### src/hdl/smpr_pkg.sv
// ----------------------------------------------------------------------------
// smpr_pkg
// Shared widths, port codes and types of the serial mouse port responder.
// ----------------------------------------------------------------------------
package smpr_pkg;

  // Width of the signed motion accumulators.
  localparam int ACCUM_WIDTH = 16;

  // Opcodes of an input item.
  localparam logic OP_PORT   = 1'b0;
  localparam logic OP_MOTION = 1'b1;

  // Fixed port values for the identification phases and a bad supply.
  localparam logic [7:0] PORT_ID0 = 8'h10;
  localparam logic [7:0] PORT_ID1 = 8'h1B;
  localparam logic [7:0] PORT_ID2 = 8'h0F;
  localparam logic [7:0] PORT_ID3 = 8'h1F;
  localparam logic [7:0] PORT_BAD = 8'hFF;

  // Upper nibble of the data lines with the busy flag set or clear.
  localparam logic [3:0] NIB_BUSY = 4'h1;
  localparam logic [3:0] NIB_IDLE = 4'h0;

  typedef logic signed [ACCUM_WIDTH-1:0] accum_t;

  // Current accumulator contents.
  typedef struct packed {
    accum_t x;
    accum_t y;
  } smpr_axes_t;

  // Update request for the accumulators.
  typedef struct packed {
    logic              add;
    logic              clear;
    logic signed [7:0] dx;
    logic signed [7:0] dy;
  } smpr_motion_cmd_t;

endpackage

### src/hdl/smpr_if.sv
// ----------------------------------------------------------------------------
// smpr_if
// Valid/ready channels for input items and result items of the responder.
// ----------------------------------------------------------------------------
interface smpr_in_if;
  logic              valid;
  logic              ready;
  logic              opcode;
  logic              th_level;
  logic              tr_level;
  logic [3:0]        buttons_n;
  logic signed [7:0] move_x;
  logic signed [7:0] move_y;

  modport source (
    output valid, opcode, th_level, tr_level, buttons_n, move_x, move_y,
    input  ready
  );
  modport sink (
    input  valid, opcode, th_level, tr_level, buttons_n, move_x, move_y,
    output ready
  );
endinterface

interface smpr_out_if;
  logic       valid;
  logic       ready;
  logic [7:0] port_data;

  modport source (output valid, port_data, input ready);
  modport sink (input valid, port_data, output ready);
endinterface

### src/hdl/smpr_motion.sv
// ----------------------------------------------------------------------------
// smpr_motion
// Saturating signed X and Y motion accumulators.
// ----------------------------------------------------------------------------
module smpr_motion
  import smpr_pkg::*;
(
  input  logic             clk,
  input  logic             rst_n,
  input  smpr_motion_cmd_t cmd,
  output smpr_axes_t       axes
);

  localparam accum_t ACC_MAX = {1'b0, {(ACCUM_WIDTH-1){1'b1}}};
  localparam accum_t ACC_MIN = {1'b1, {(ACCUM_WIDTH-1){1'b0}}};

  accum_t acc_x_r, acc_x_nxt;
  accum_t acc_y_r, acc_y_nxt;

  // Add with one guard bit; a guard that disagrees with the sign bit means
  // the sum left the range, and the guard tells which way.
  function automatic accum_t sat_add(input accum_t a, input logic signed [7:0] d);
    logic signed [ACCUM_WIDTH:0] s;
    s = {a[ACCUM_WIDTH-1], a} + {{(ACCUM_WIDTH-7){d[7]}}, d};
    if (s[ACCUM_WIDTH] != s[ACCUM_WIDTH-1]) begin
      return s[ACCUM_WIDTH] ? ACC_MIN : ACC_MAX;
    end
    return s[ACCUM_WIDTH-1:0];
  endfunction

  always_comb begin
    acc_x_nxt = acc_x_r;
    acc_y_nxt = acc_y_r;
    if (cmd.clear) begin
      acc_x_nxt = '0;
      acc_y_nxt = '0;
    end else if (cmd.add) begin
      acc_x_nxt = sat_add(acc_x_r, cmd.dx);
      acc_y_nxt = sat_add(acc_y_r, cmd.dy);
    end
  end

  always_ff @(posedge clk) begin
    if (!rst_n) begin
      acc_x_r <= '0;
      acc_y_r <= '0;
    end else begin
      acc_x_r <= acc_x_nxt;
      acc_y_r <= acc_y_nxt;
    end
  end

  assign axes.x = acc_x_r;
  assign axes.y = acc_y_r;

endmodule

### src/hdl/smpr_phase.sv
// ----------------------------------------------------------------------------
// smpr_phase
// Handshake phase sequencer, report latch and data line multiplexer.
// ----------------------------------------------------------------------------
module smpr_phase
  import smpr_pkg::*;
(
  input  logic       clk,
  input  logic       rst_n,
  input  logic       step,
  input  logic       opcode,
  input  logic       th_level,
  input  logic       tr_level,
  input  logic [3:0] buttons_n,
  input  logic       supply_ok,
  input  smpr_axes_t axes,
  output logic       latch,
  output logic [7:0] port_nxt
);

  typedef enum logic [3:0] {
    PH_ID0, PH_ID1, PH_ID2, PH_ID3, PH_FLAGS, PH_BUTTONS,
    PH_XHI, PH_XLO, PH_YHI, PH_YLO, PH_YLO_HOLD
  } phase_t;

  localparam accum_t MAG_LIMIT = ACCUM_WIDTH'(255);
  localparam accum_t NEG_LIMIT = -MAG_LIMIT;

  phase_t     phase_r, phase_nxt;
  logic       prev_th_r, prev_tr_r;
  logic [3:0] flags_r, flags_nxt;
  logic [7:0] held_x_r, held_x_nxt;
  logic [7:0] held_y_r, held_y_nxt;
  logic       port_step;
  logic [1:0] fx, fy;
  logic [7:0] mag_x, mag_y;

  // Flag bits per axis: sign in bit 0, overflow in bit 1.
  function automatic logic [9:0] latch_axis(input accum_t v);
    if (v > MAG_LIMIT)  return {2'b10, 8'hFF};
    if (!v[ACCUM_WIDTH-1]) return {2'b00, v[7:0]};
    if (v < NEG_LIMIT)  return {2'b11, 8'hFF};
    return {2'b01, v[7:0]};
  endfunction

  assign {fx, mag_x} = latch_axis(axes.x);
  assign {fy, mag_y} = latch_axis(axes.y);

  assign port_step = step && (opcode == OP_PORT);
  assign latch = port_step && supply_ok && !th_level && (phase_r == PH_ID0) && prev_th_r;

  always_comb begin
    phase_nxt  = phase_r;
    flags_nxt  = flags_r;
    held_x_nxt = held_x_r;
    held_y_nxt = held_y_r;
    if (port_step && supply_ok) begin
      if (th_level) begin
        phase_nxt = PH_ID0;
      end else if (phase_r == PH_ID0) begin
        if (prev_th_r) begin
          phase_nxt  = PH_ID1;
          flags_nxt  = {fy[1], fx[1], fy[0], fx[0]};
          held_x_nxt = mag_x;
          held_y_nxt = mag_y;
        end
      end else if (prev_tr_r != tr_level && phase_r != PH_YLO_HOLD) begin
        phase_nxt = phase_t'(phase_r + 4'd1);
      end
    end
  end

  // Port data as seen after this item has taken effect.
  always_comb begin
    case (phase_nxt)
      PH_ID0:     port_nxt = PORT_ID0;
      PH_ID1:     port_nxt = PORT_ID1;
      PH_ID2:     port_nxt = PORT_ID2;
      PH_ID3:     port_nxt = PORT_ID3;
      PH_FLAGS:   port_nxt = {NIB_IDLE, flags_nxt};
      PH_BUTTONS: port_nxt = {NIB_BUSY, ~buttons_n};
      PH_XHI:     port_nxt = {NIB_IDLE, held_x_nxt[7:4]};
      PH_XLO:     port_nxt = {NIB_BUSY, held_x_nxt[3:0]};
      PH_YHI:     port_nxt = {NIB_IDLE, held_y_nxt[7:4]};
      default:    port_nxt = {NIB_BUSY, held_y_nxt[3:0]};
    endcase
    if (!supply_ok) begin
      port_nxt = PORT_BAD;
    end
  end

  always_ff @(posedge clk) begin
    if (!rst_n) begin
      phase_r   <= PH_ID0;
      prev_th_r <= 1'b0;
      prev_tr_r <= 1'b0;
      flags_r   <= '0;
      held_x_r  <= '0;
      held_y_r  <= '0;
    end else begin
      phase_r  <= phase_nxt;
      flags_r  <= flags_nxt;
      held_x_r <= held_x_nxt;
      held_y_r <= held_y_nxt;
      if (port_step) begin
        prev_th_r <= th_level;
        prev_tr_r <= tr_level;
      end
    end
  end

endmodule

### src/hdl/serial_mouse_port_responder_unit.sv
// ----------------------------------------------------------------------------
// serial_mouse_port_responder_unit
// Game port mouse that answers the host's nibble handshake.
// ----------------------------------------------------------------------------
// The input channel carries one item per access: either a port update with
// the TH and TR line levels and the active-low buttons, or a motion item with
// signed X and Y deltas. Every accepted item produces exactly one result item
// on the output channel, holding the data lines (busy flag in bit 4, nibble
// in bits 3..0). The cfg_we/cfg_wdata port writes the supply register; when
// it is 0 every result reads 0xFF while line levels and motion are still
// tracked.
// An item is captured in an input register, updated against the handshake
// state by one short pass of logic and written to the output register; one
// item is taken every cycle while the receiver takes the results. When the
// receiver stalls, the result is held in the output register and one more
// item may wait in the input register; after that the input ready drops
// until the receiver takes the result.
// Reset clears both registers, the accumulators, the latched report and the
// phase, and sets the supply register to 1.
// ----------------------------------------------------------------------------
module serial_mouse_port_responder_unit
  import smpr_pkg::*;
(
  input  logic       clk,
  input  logic       rst_n,
  smpr_in_if.sink    in_ch,
  smpr_out_if.source out_ch,
  input  logic       cfg_we,
  input  logic       cfg_wdata
);

  // Input register.
  logic              in_valid_r;
  logic              op_r;
  logic              th_r;
  logic              tr_r;
  logic [3:0]        btn_r;
  logic signed [7:0] dx_r;
  logic signed [7:0] dy_r;

  // Output register.
  logic       out_valid_r, out_valid_nxt;
  logic [7:0] out_data_r;

  logic             supply_ok_r;
  logic             step;
  logic             latch;
  logic [7:0]       port_nxt;
  smpr_axes_t       axes;
  smpr_motion_cmd_t motion_cmd;

  // The item in the input register moves on when the output register is
  // empty or is being emptied in this cycle.
  assign step        = in_valid_r && (!out_valid_r || out_ch.ready);
  assign in_ch.ready = !in_valid_r || step;

  always_ff @(posedge clk) begin
    if (!rst_n) begin
      in_valid_r <= 1'b0;
    end else if (in_ch.ready) begin
      in_valid_r <= in_ch.valid;
    end
  end

  always_ff @(posedge clk) begin
    if (in_ch.valid && in_ch.ready) begin
      op_r  <= in_ch.opcode;
      th_r  <= in_ch.th_level;
      tr_r  <= in_ch.tr_level;
      btn_r <= in_ch.buttons_n;
      dx_r  <= in_ch.move_x;
      dy_r  <= in_ch.move_y;
    end
  end

  // Supply register; the user must write it only while the block is idle, the block does not enforce this.
  always_ff @(posedge clk) begin
    if (!rst_n) begin
      supply_ok_r <= 1'b1;
    end else if (cfg_we) begin
      supply_ok_r <= cfg_wdata;
    end
  end

  // Motion accumulates whatever the supply setting; a latch clears it.
  assign motion_cmd.add   = step && (op_r == OP_MOTION);
  assign motion_cmd.clear = latch;
  assign motion_cmd.dx    = dx_r;
  assign motion_cmd.dy    = dy_r;

  smpr_motion u_motion (
    .clk  (clk),
    .rst_n(rst_n),
    .cmd  (motion_cmd),
    .axes (axes)
  );

  smpr_phase u_phase (
    .clk      (clk),
    .rst_n    (rst_n),
    .step     (step),
    .opcode   (op_r),
    .th_level (th_r),
    .tr_level (tr_r),
    .buttons_n(btn_r),
    .supply_ok(supply_ok_r),
    .axes     (axes),
    .latch    (latch),
    .port_nxt (port_nxt)
  );

  always_comb begin
    out_valid_nxt = out_valid_r;
    if (step) begin
      out_valid_nxt = 1'b1;
    end else if (out_ch.ready) begin
      out_valid_nxt = 1'b0;
    end
  end

  always_ff @(posedge clk) begin
    if (!rst_n) begin
      out_valid_r <= 1'b0;
    end else begin
      out_valid_r <= out_valid_nxt;
    end
  end

  always_ff @(posedge clk) begin
    if (step) begin
      out_data_r <= port_nxt;
    end
  end

  assign out_ch.valid     = out_valid_r;
  assign out_ch.port_data = out_data_r;

  // A bad supply always reads as all ones.
  a_bad_supply: assert property (@(posedge clk) disable iff (!rst_n)
    step && !supply_ok_r |=> out_data_r == PORT_BAD)
    else $error("bad supply did not give all ones");

  // TH high returns the handshake to its first identification nibble.
  a_th_high: assert property (@(posedge clk) disable iff (!rst_n)
    step && op_r == OP_PORT && th_r && supply_ok_r |=> out_data_r == PORT_ID0)
    else $error("TH high did not restart the handshake");

  // A result appears only when an item moved into the output register.
  a_result_source: assert property (@(posedge clk) disable iff (!rst_n)
    $rose(out_valid_r) |-> $past(step))
    else $error("result appeared without an item");

  // A latch happens only on a port update, never together with motion.
  a_latch_port: assert property (@(posedge clk) disable iff (!rst_n)
    latch |-> step && op_r == OP_PORT && !motion_cmd.add)
    else $error("latch outside a port update");

endmodule

### src/flat_wrapper.sv
// flat-port wrapper written by rule: the top's interface ports become plain ports
module serial_mouse_port_responder_unit_flat import smpr_pkg::*;
  (clk, rst_n, cfg_we, cfg_wdata, in_ch_valid, in_ch_opcode, in_ch_th_level, in_ch_tr_level, in_ch_buttons_n, in_ch_move_x, in_ch_move_y, in_ch_ready, out_ch_valid, out_ch_port_data, out_ch_ready);
  smpr_in_if in_ch_i ();
  smpr_out_if out_ch_i ();
  input  logic clk;
  input  logic rst_n;
  input  logic cfg_we;
  input  logic cfg_wdata;
  input wire logic [$bits(in_ch_i.valid)-1:0] in_ch_valid;
  input wire logic [$bits(in_ch_i.opcode)-1:0] in_ch_opcode;
  input wire logic [$bits(in_ch_i.th_level)-1:0] in_ch_th_level;
  input wire logic [$bits(in_ch_i.tr_level)-1:0] in_ch_tr_level;
  input wire logic [$bits(in_ch_i.buttons_n)-1:0] in_ch_buttons_n;
  input wire logic [$bits(in_ch_i.move_x)-1:0] in_ch_move_x;
  input wire logic [$bits(in_ch_i.move_y)-1:0] in_ch_move_y;
  output wire logic [$bits(in_ch_i.ready)-1:0] in_ch_ready;
  output wire logic [$bits(out_ch_i.valid)-1:0] out_ch_valid;
  output wire logic [$bits(out_ch_i.port_data)-1:0] out_ch_port_data;
  input wire logic [$bits(out_ch_i.ready)-1:0] out_ch_ready;
  assign in_ch_i.valid = in_ch_valid;
  assign in_ch_i.opcode = in_ch_opcode;
  assign in_ch_i.th_level = in_ch_th_level;
  assign in_ch_i.tr_level = in_ch_tr_level;
  assign in_ch_i.buttons_n = in_ch_buttons_n;
  assign in_ch_i.move_x = in_ch_move_x;
  assign in_ch_i.move_y = in_ch_move_y;
  assign in_ch_ready = in_ch_i.ready;
  assign out_ch_valid = out_ch_i.valid;
  assign out_ch_port_data = out_ch_i.port_data;
  assign out_ch_i.ready = out_ch_ready;
  serial_mouse_port_responder_unit u_core (.clk(clk), .rst_n(rst_n), .in_ch(in_ch_i), .out_ch(out_ch_i), .cfg_we(cfg_we), .cfg_wdata(cfg_wdata));
endmodule
### config.mk
export PLATFORM = sky130hd
export DESIGN_NAME = serial_mouse_port_responder_unit_flat
export DESIGN_NICKNAME = d
export VERILOG_FILES = /design/src/hdl/smpr_pkg.sv /design/src/hdl/smpr_if.sv /design/src/hdl/smpr_motion.sv /design/src/hdl/smpr_phase.sv /design/src/hdl/serial_mouse_port_responder_unit.sv /design/src/flat_wrapper.sv
export SDC_FILE = /design/constraint.sdc
export NUM_CORES = 1
export LEC_CHECK = 0
export BUFFER_PORTS_ARGS = -buffer_cell sky130_fd_sc_hd__buf_2
export CAP_MARGIN = 20
export CORE_MARGIN = 2
export CORE_UTILIZATION = 61
export CTS_CLUSTER_DIAMETER = 150
export CTS_CLUSTER_SIZE = 10
export DETAILED_ROUTE_END_ITERATION = 10
export PLACE_DENSITY = 0.81
export SYNTH_ARGS = -nofsm -noshare
export SYNTH_HDL_FRONTEND = slang
export SYNTH_SLANG_ARGS = --single-unit
export TNS_END_PERCENT = 20
### constraint.sdc
create_clock -name clk -period 3.65 [get_ports clk]
set_input_delay 0.5475 -clock clk [delete_from_list [all_inputs] [get_ports clk]]
set_output_delay 0.5475 -clock clk [all_outputs]
set_load 0.02 [all_outputs]
==> flow_summary.yaml, run 1 <==
critical_path:
  rr_startpoint: "u_core.u_phase.phase_r[1]"
  timing.rr.end: "u_core.out_ch.port_data[2]"
  critPathKind: "reg2reg"
  max_stage_delay_ns: 0.53
  path_buf_inv: 1
  critPathRequiredTime_ns: 3.89
  r2r_cells: 10
  r2r_setup_slack_ns: 0.66
  path_cells: "inv_1 -> ha_1 -> or3b_2 -> nor2_1 -> a211oi_1 -> o22a_1 -> nor3_2 -> mux2_2 -> a21o_1 -> nand4_1"
  crit_slowest_cell: "or3b_2"
  crit_arrival_ns: 3.23
  critPathCaptureType: "register"
  crit_path_start_kind: "register"
  critPathTopFamily: "simple AND/OR/NAND/NOR gates"
  crit_fanout: 13
route:
  drt_pass1_iterations: 5
  wire_per_inst_um: 16.4
  drc: 0
  wl_um: 11500
  antenna_left: 0
  drtIter0Drc: 197
  viasPerCell: 6.23
  num_vias: 4384
logic_synthesis:
  netlist.area_leader.share: 0.237
  yosysUniqueCellTypes: 60
  yosys.area.top_type: "dfxtp_1"
  synth_edf_count: 29
  netlist_instances: 554
  seq_area_frac_synth: 0.405
  synth_seq_cells: 90
  avgSynthCellArea_sq_um: 9.32
  yosys_warnings: 0
  netlist_top_cells_area: "dfxtp_1, edfxtp_1, ha_1, a21oi_1, o21ai_0"
  synth_flop_cell: "dfxtp_1"
  synth_nets: 622
  async_flop_share: 0
  synth_area_sq_um: 5160
final_layout:
  stdcell_area_sq_um: 5720
  fin_nets: 662
  fin_util: 0.696
  final_common_cell: "dfxtp_1"
  drive_gt1_frac: 0.125
  stdcell_count: 704
  syn_to_final_growth_pct: 10.8
  fillers: 648
  n_antenna_cell: 0
  mostFrequentLayoutCells: "dfxtp_1, a21oi_1, o21ai_0, nor2_1, buf_2"
global_routing:
  global_route.overflow_total: 0
  grt_util_all_layers: 0.258
  antenna_found_initial: 0
  grt_pass1_vias: 4118
  grt_pass1_wl_um: 18600
  grt_max_degree: 31
clocking:
  cts_sinks: 90
  cts_buffers: 9
  cts_setup_buffers: 0
  path_clk_slew_ns: 0.10
  cts_max_level: 3
  cts_hold_buf: 0
  worstSkewPairLatency_ns: 0.37
  cts_resized: 0
  cts-root-buf: "clkbuf_8"
  clock_path_buffers: 2
  cts_tree: "built"
sta:
  slew_headroom: 0.515
  skew_ns: 0.0111
  max_freq_mhz: 334
  tns_ns: 0
  worst_hold_slack_ns: 0.343
  post-route-min-period_ns: 2.99
  setup_violations: 0
  worst_slew_pin_slew_ns: 0.727
  finalCritPeriodShare: 0.820
  rsz0062_at_grt: "no"
  slew_viol_final: 0
  hold_violations: 0
status:
  outcome: "complete, no violations"
worst_hold_path:
  whs_endpoint: "u_core.op_r"
  holdPathStages: 1
  worstHoldStart: "in_ch_opcode"
  hold_class: "in2reg"
die:
  die_area_sq_um: 9220
  rows: 33
  fp.dieH_um: 96.0
  core_area_sq_um: 8220
  fp.dieW_um: 96.0
  ios: 39
  initial_core_util: 0.628
pwr:
  p_leak_nw: 2.26
  power_frac_seq: 0.478
  p_switching_w: 0.000683
  p_int_w: 0.00167
  power.density_nw_per_um2: 412
  pwr-share-comb: 0.195
  vdd_drop_max_mv: 0.270
  power_frac_clock: 0.327
  swShare: 0.290
place:
  dp.cells: 687
  dp_hpwl_um: 8260
  port_buffers: 38
  dpl-instance-area_sq_um: 5470
  place.gp.congestion: 0.914
run:
  cap_violations: 0
## synth_stat cells, drive strengths merged (9+ instances only)
master / count
dfxtp: 61
a21oi: 53
o21ai: 53
nor2: 47
ha: 37
nand2: 31
edfxtp: 29
o22ai: 25
maj3: 21
inv: 20
xor2: 19
clkbuf: 14
mux2i: 14
nor3: 11
nor4: 9
## sequential cells by signal (all words and copies together), names as in the netlist, 4 cells and up
register                 cells
u_core.dy_r                  8
u_core.u_phase.held_y_r      8
u_core.u_phase.phase_r       4
u_core.u_motion.acc_y_r     16
u_core.dx_r                  8
u_core.out_ch.port_data      6
u_core.u_motion.acc_x_r     16
u_core.u_phase.flags_r       4
u_core.u_phase.held_x_r      8
u_core.btn_r                 4
## cell type report
type	instances	area (sq um)	area share
Clock buffer	9	124	0.0217
Clock inverter	7	100	0.0175
Inverter	21	78.8	0.0138
Sequential cell	90	2090	0.366
Tap cell	105	131	0.0230
Multi-Input combinational cell	423	2900	0.507
Timing Repair Buffer	49	293	0.0512
## logic make-up (layout without fill, tap and decap cells)
group,Yosys count,count (layout),share of synthesized area
AOI/OAI and AO/OA,181,181,0.212
xor gates and xnor gates,27,27,0.0458
adders and majority gates,60,60,0.138
buffers and inverters,41,86,0.0327
DFF,90,90,0.405
muxes,15,15,0.0293
and+or+nand+nor,140,140,0.136
## power by group through the flow
stage	Clock [W]	Combinational, W	Sequential (W)
final	0.000771	0.000459	0.00113
after detailed placement	0	0.000449	0.00115
after global routing	0.000817	0.000508	0.00113
after floorplan	0	0.000341	0.00114
after CTS	0.000778	0.000452	0.00113
after global placement	0	0.000431	0.00115
## per-layer routing
layer  global-route usage  share of wire  vias to the layer above  wire [um]
met1                0.334           0.45                     2086       5190
met2                0.427           0.48                      125       5560
met5                    0              0                        -          0
li1                     -              -                     2153          -
met4               0.0881          0.018                        0        212
met3               0.0556          0.047                       20        544
## how the worst max path moves through the flow
| stage | start | end | depth (start not counted) |
|---|---|---|---|
| after floorplan | u_core.dy_r[7] | u_core.u_motion.acc_y_r[10] | 8 |
| after global placement | out_ch_ready | u_core.out_ch.port_data[0] | 9 |
| after detailed placement | out_ch_ready | u_core.out_ch.port_data[0] | 9 |
| after CTS | u_core.u_phase.phase_r[1] | u_core.out_ch.port_data[2] | 10 |
| after global routing | u_core.u_motion.acc_x_r[0] | u_core.u_motion.acc_x_r[7] | 11 |
| final | u_core.u_phase.phase_r[1] | u_core.out_ch.port_data[2] | 10 |
## per-stage QoR
stage	setup slack, ns	power [W]
floorplan	0.947	0.00148
global placement	0.651	0.00158
detailed placement	0.624	0.00160
CTS	0.667	0.00236
global route	0.456	0.00246
finish	0.658	0.00236
No activity file was read; power rests on OpenSTA's default activity.
==> run 2: changes to the inputs <==
==> constraint.sdc (replaced) <==
create_clock -name clk -period 3 [get_ports clk]
set_input_delay 0.45 -clock clk [delete_from_list [all_inputs] [get_ports clk]]
set_output_delay 0.45 -clock clk [all_outputs]
set_load 0.02 [all_outputs]
==> run 2 against run 1 <==
Net effect: wire length fell by 0.11%; global-route usage decreased by 0.26 points; combinational power is 25% higher; utilization grew 0.40 points; die area stayed put; non-clock buffer count is 7 higher; worst setup slack worse by 0.49 ns; clock skew down 0.00063 ns; final area grew 0.57%; register-to-register slack lost 0.49 ns; critical endpoint unchanged; largest cell class unchanged; largest power group unchanged; highest routed layer unchanged.
==> flow_summary.yaml, run 2 (synthesized netlist as in run 1, its figures left out) <==
route:
  antenna_left: 0
  wire_per_inst_um: 16.2
  num_vias: 4394
  drt_pass1_iterations: 4
  viasPerCell: 6.18
  drtIter0Drc: 270
  wl_um: 11500
  drc: 0
pwr:
  vdd_drop_max_mv: 0.227
  design_power_total_w: 0.00271
  p_leak_nw: 2.28
  power.density_nw_per_um2: 472
clocking:
  clock_path_buffers: 2
  path_clk_slew_ns: 0.10
  worstSkewPairLatency_ns: 0.37
  cts_tree: "built"
  cts_sinks: 90
  cts_max_level: 3
  cts-root-buf: "clkbuf_8"
  cts_hold_buf: 0
  cts_buffers: 9
final_layout:
  top_regs: "u_core.u_motion.acc_x_r: 16 flops, u_core.u_motion.acc_y_r: 16 flops"
  fillers: 634
  final_common_cell: "dfxtp_1"
  drive_gt1_frac: 0.145
  mostFrequentLayoutCells: "dfxtp_1, a21oi_1, o21ai_0, nor2_1, buf_2"
  stdcell_area_sq_um: 5750
  syn_to_final_growth_pct: 11.4
  stdcell_count: 711
  n_antenna_cell: 0
  fin_util: 0.700
  fin_nets: 669
critical_path:
  critPathKind: "reg2reg"
  timing.rr.end: "u_core.out_ch.port_data[2]"
  crit_arrival_ns: 3.06
  rr_startpoint: "u_core.u_phase.phase_r[0]"
  crit_slowest_cell: "or3b_2"
  path_cells: "inv_1 -> ha_1 -> or3b_2 -> nor2_1 -> a211oi_1 -> o22a_1 -> nor3_2 -> mux2_2 -> a21o_1 -> nand4_1"
  crit_fanout: 5
  critPathCaptureType: "register"
  crit_path_start_kind: "register"
  r2r_setup_slack_ns: 0.16
  max_stage_delay_ns: 0.52
  critPathRequiredTime_ns: 3.22
  r2r_cells: 10
place:
  place.gp.congestion: 0.855
  dpl-instance-area_sq_um: 5510
  port_buffers: 38
  dp.cells: 693
  dp_hpwl_um: 8400
sta:
  skew_ns: 0.0105
  post-route-min-period_ns: 2.84
  hold_violations: 0
  setup_violations: 0
  worst_slew_pin_slew_ns: 0.724
  rsz0062_at_grt: "yes"
  slew_viol_final: 0
  finalCritPeriodShare: 0.945
  slew_headroom: 0.514
  max_freq_mhz: 353
die:
  die_area_sq_um: 9220
  fp.dieH_um: 96.0
  ios: 39
  fp.dieW_um: 96.0
  rows: 33
  initial_core_util: 0.628
  core_area_sq_um: 8220
global_routing:
  grt_util_all_layers: 0.255
  grt_max_degree: 31
  grt_pass1_vias: 3916
  antenna_found_initial: 0
  global_route.overflow_total: 0
  grt_pass1_wl_um: 18300
worst_hold_path:
  holdPathStages: 1
  hold_class: "in2reg"
  worstHoldStart: "in_ch_th_level"
  whs_endpoint: "u_core.th_r"
status:
  outcome: "complete, no violations"
run:
  cap_violations: 0
-- run 2: final cells by class --
class	count	area (sq um)	area share
multi-input cells	423	2940	0.511
flip-flops and latches	90	2090	0.364
repair buffers	56	333	0.0579
well taps	105	131	0.0228
clock buffers	10	128	0.0222
inverters	21	78.8	0.0137
clock inverters	6	48.8	0.00848
-- run 2: worst max path at each step --
stage	startpoint	endpoint	slack, ns	cells after the start
2_1_floorplan	u_core.dy_r[7]	u_core.u_motion.acc_y_r[10]	0.30	8
3_3_place_gp	u_core.dy_r[0]	u_core.u_motion.acc_y_r[11]	-0.01	11
3_5_place_dp	u_core.dy_r[0]	u_core.u_motion.acc_y_r[11]	-0.16	11
4_1_cts	u_core.u_motion.acc_y_r[0]	u_core.u_motion.acc_y_r[6]	0.11	11
5_1_grt	u_core.u_motion.acc_y_r[0]	u_core.u_motion.acc_y_r[5]	-0.02	11
6_report	u_core.u_phase.phase_r[0]	u_core.out_ch.port_data[2]	0.16	10
-- run 2: routing by layer --
layer  part of all wire  up-vias  GRT usage
li1                   -     2164          -
met1               0.46     2079      0.341
met2               0.48      130      0.422
met3              0.048       21     0.0407
met4              0.019        0     0.0845
met5                  0        -          0
-- run 2: stage by stage --
| stage | worst slack (ns) | setup TNS [ns] | hold slack (ns) |
|---|---|---|---|
| after detailed placement | -0.161 | -1.21 | 0.478 |
| final | 0.165 | 0 | 0.251 |
| after CTS | 0.110 | 0 | 0.251 |
| after global placement | -0.0105 | -0.0639 | 0.476 |
| after global routing | -0.0198 | -0.0227 | 0.242 |
| after floorplan | 0.297 | 0 | 0.447 |
-- run 2: where the power goes --
group	leakage [nW]	internal, W	switching, W
Clock	0.0795	0.000309	0.000460
Sequential	0.775	0.00132	0.0000548
Combinational	1.43	0.000254	0.000320
Total	2.28	0.00188	0.000835
-- run 2: timing repair --
action                                  CTS  global route
endpoints found under the setup margin   11            22
gates cloned                              0             0
buffers inserted                          0             1
resized for setup                         2             6
pin swaps                                 0             1
-- run 2: critical path: cells and delay by family (launching register included) --
kind            cells  cell delay [ns]
compound gates      3             0.49
flops               1             0.37
fa+ha+maj           1             0.16
buf+inv             1             0.10
mux                 1             0.41
simple gates        4             1.15
==> run 3: changes to the inputs <==
--- a/config.mk
+++ b/config.mk
@@ -7,6 +7,7 @@
 export LEC_CHECK = 0
 export BUFFER_PORTS_ARGS = -buffer_cell sky130_fd_sc_hd__buf_2
 export CAP_MARGIN = 20
+export CORE_ASPECT_RATIO = 0.75
 export CORE_MARGIN = 2
 export CORE_UTILIZATION = 61
 export CTS_CLUSTER_DIAMETER = 150
==> run 3 against run 2 <==
Net effect: sequential power about the same; combinational power is 2% higher; utilization is 0.49 points higher; worst setup slack lost 0.061 ns; wire length is 3.3% higher; clock power increased by 48%; sequential cell count stayed put; critical path type unchanged; critical endpoint is now u_core.u_motion.acc_y_r[6]; largest power group unchanged; highest routed layer unchanged.
==> flow_summary.yaml, run 3 (synthesized netlist as in run 1, its figures left out) <==
sta:
  hold_violations: 0
  finalCritPeriodShare: 0.966
  rsz0062_at_grt: "yes"
  slew_headroom: 0.485
  slew_viol_final: 0
  worst_hold_slack_ns: 0.278
  skew_ns: 0.00800
  worst_slew_pin_slew_ns: 0.769
  setup_violations: 0
  post-route-min-period_ns: 2.90
  max_freq_mhz: 345
critical_path:
  critPathKind: "reg2reg"
  critPathCaptureType: "register"
  rr_startpoint: "u_core.u_motion.acc_y_r[3]"
  crit_slowest_cell: "a211o_2"
  crit_arrival_ns: 3.15
  max_stage_delay_ns: 0.41
  timing.rr.end: "u_core.u_motion.acc_y_r[6]"
  path_cells: "ha_1 -> o21ai_0 -> o21a_1 -> o31ai_1 -> a41oi_2 -> o21ai_1 -> xnor2_1 -> buf_4 -> a211o_2 -> o22ai_1"
  crit_fanout: 9
  critPathTopFamily: "compound AO/OA/AOI/OAI gates"
  path_buf_inv: 1
  r2r_setup_slack_ns: 0.10
  critPathRequiredTime_ns: 3.25
  crit_path_start_kind: "register"
  r2r_cells: 10
final_layout:
  fin_nets: 669
  mostFrequentLayoutCells: "dfxtp_1, a21oi_1, o21ai_0, nor2_1, buf_2"
  multi_input_area_sq_um: 2950
  fillers: 640
  final_common_cell: "dfxtp_1"
  syn_to_final_growth_pct: 14.0
  top_regs: "u_core.u_motion.acc_x_r: 16 flops, u_core.u_motion.acc_y_r: 16 flops"
  drive_gt1_frac: 0.147
  n_antenna_cell: 0
  stdcell_count: 714
  fin_util: 0.705
  regArea_sq_um: 2090
worst_hold_path:
  hold_class: "in2reg"
  whs_endpoint: "u_core.dx_r[6]"
  holdPathStages: 1
  worstHoldStart: "in_ch_move_x[6]"
die:
  die_area_sq_um: 9220
  fp.dieW_um: 110
  fp.dieH_um: 83.7
  initial_core_util: 0.619
  ios: 39
  core_area_sq_um: 8350
  rows: 29
route:
  drt_pass1_iterations: 5
  drtIter0Drc: 336
  wire_per_inst_um: 16.6
  num_vias: 4374
  viasPerCell: 6.13
  wl_um: 11900
  antenna_left: 0
  drc: 0
global_routing:
  grt_pass1_wl_um: 19200
  global_route.overflow_total: 0
  antenna_found_initial: 0
  grt_pass1_vias: 3980
  grt_util_all_layers: 0.265
  grt_max_degree: 55
clocking:
  worstSkewPairLatency_ns: 0.34
  cts_max_level: 3
  cts_tree: "built"
  cts_buffers: 9
  path_clk_slew_ns: 0.06
  clock_path_buffers: 2
  cts_sinks: 90
  cts_hold_buf: 0
  cts-root-buf: "clkbuf_16"
pwr:
  power.density_nw_per_um2: 526
  p_leak_nw: 2.34
  vdd_drop_max_mv: 0.429
place:
  dp.cells: 695
  dp_hpwl_um: 8620
  port_buffers: 38
  place.gp.congestion: 0.907
status:
  outcome: "complete, no violations"
run:
  cap_violations: 0
-- run 3: metal layers --
metal  share of wire  vias to the layer above  global-route usage
met2            0.46                      115               0.416
met1            0.48                     2087               0.375
met5               0                        -                   0
met3           0.052                       10              0.0609
li1                -                     2162                   -
met4          0.0086                        0              0.0557
-- run 3: worst reg2reg max path, stage by stage, from the launching register on --
cell and delay (ns):
dfxtp_1 0.36, ha_1 0.37, o21ai_0 0.14, o21a_1 0.22
o31ai_1 0.37, a41oi_2 0.22, o21ai_1 0.23, xnor2_1 0.08
buf_4 0.17, a211o_2 0.41, o22ai_1 0.24
-- run 3: final cells by class --
type / count / area share
clock buffer: 14 / 0.0449
clock inverter: 2 / 0.00595
inverter: 21 / 0.0134
multi-input combinational: 423 / 0.502
sequential: 90 / 0.356
tap: 108 / 0.0230
timing repair buffer: 56 / 0.0553
-- run 3: worst max-delay path by stage --
stage,to,startpoint,depth (start not counted),slack [ns]
after floorplan,u_core.u_motion.acc_y_r[10],u_core.dy_r[7],8,0.30
after global routing,u_core.u_motion.acc_y_r[6],u_core.dy_r[2],10,-0.005
after global placement,u_core.u_motion.acc_y_r[7],u_core.dy_r[7],8,0.06
final,u_core.u_motion.acc_y_r[6],u_core.u_motion.acc_y_r[3],10,0.10
after CTS,u_core.u_motion.acc_y_r[6],u_core.dy_r[1],10,0.04
after detailed placement,u_core.u_motion.acc_y_r[7],u_core.dy_r[0],11,-0.03
-- run 3: per-stage QoR --
| stage | worst slack (ns) | total power, W | cell area (sq um) | TNS, ns |
|---|---|---|---|---|
| after floorplan | 0.297 | 0.00180 | 5160 | 0 |
| after global placement | 0.0645 | 0.00193 | 5510 | 0 |
| after detailed placement | -0.0276 | 0.00196 | 5510 | -0.147 |
| after CTS | 0.0383 | 0.00308 | 5820 | 0 |
| after global routing | -0.00491 | 0.00322 | 5880 | -0.00491 |
| final | 0.103 | 0.00310 | 5880 | 0 |
-- run 3: where the power goes --
group          internal [W]  switching, W
registers           0.00132     0.0000572
clock network      0.000691      0.000446
logic              0.000254      0.000331
-- run 3: timing repair --
item                                    in CTS  in global routing
pin swaps                                    0                  5
endpoints found under the setup margin       8                 31
resized for setup                            1                 10
buffers inserted                             0                  3
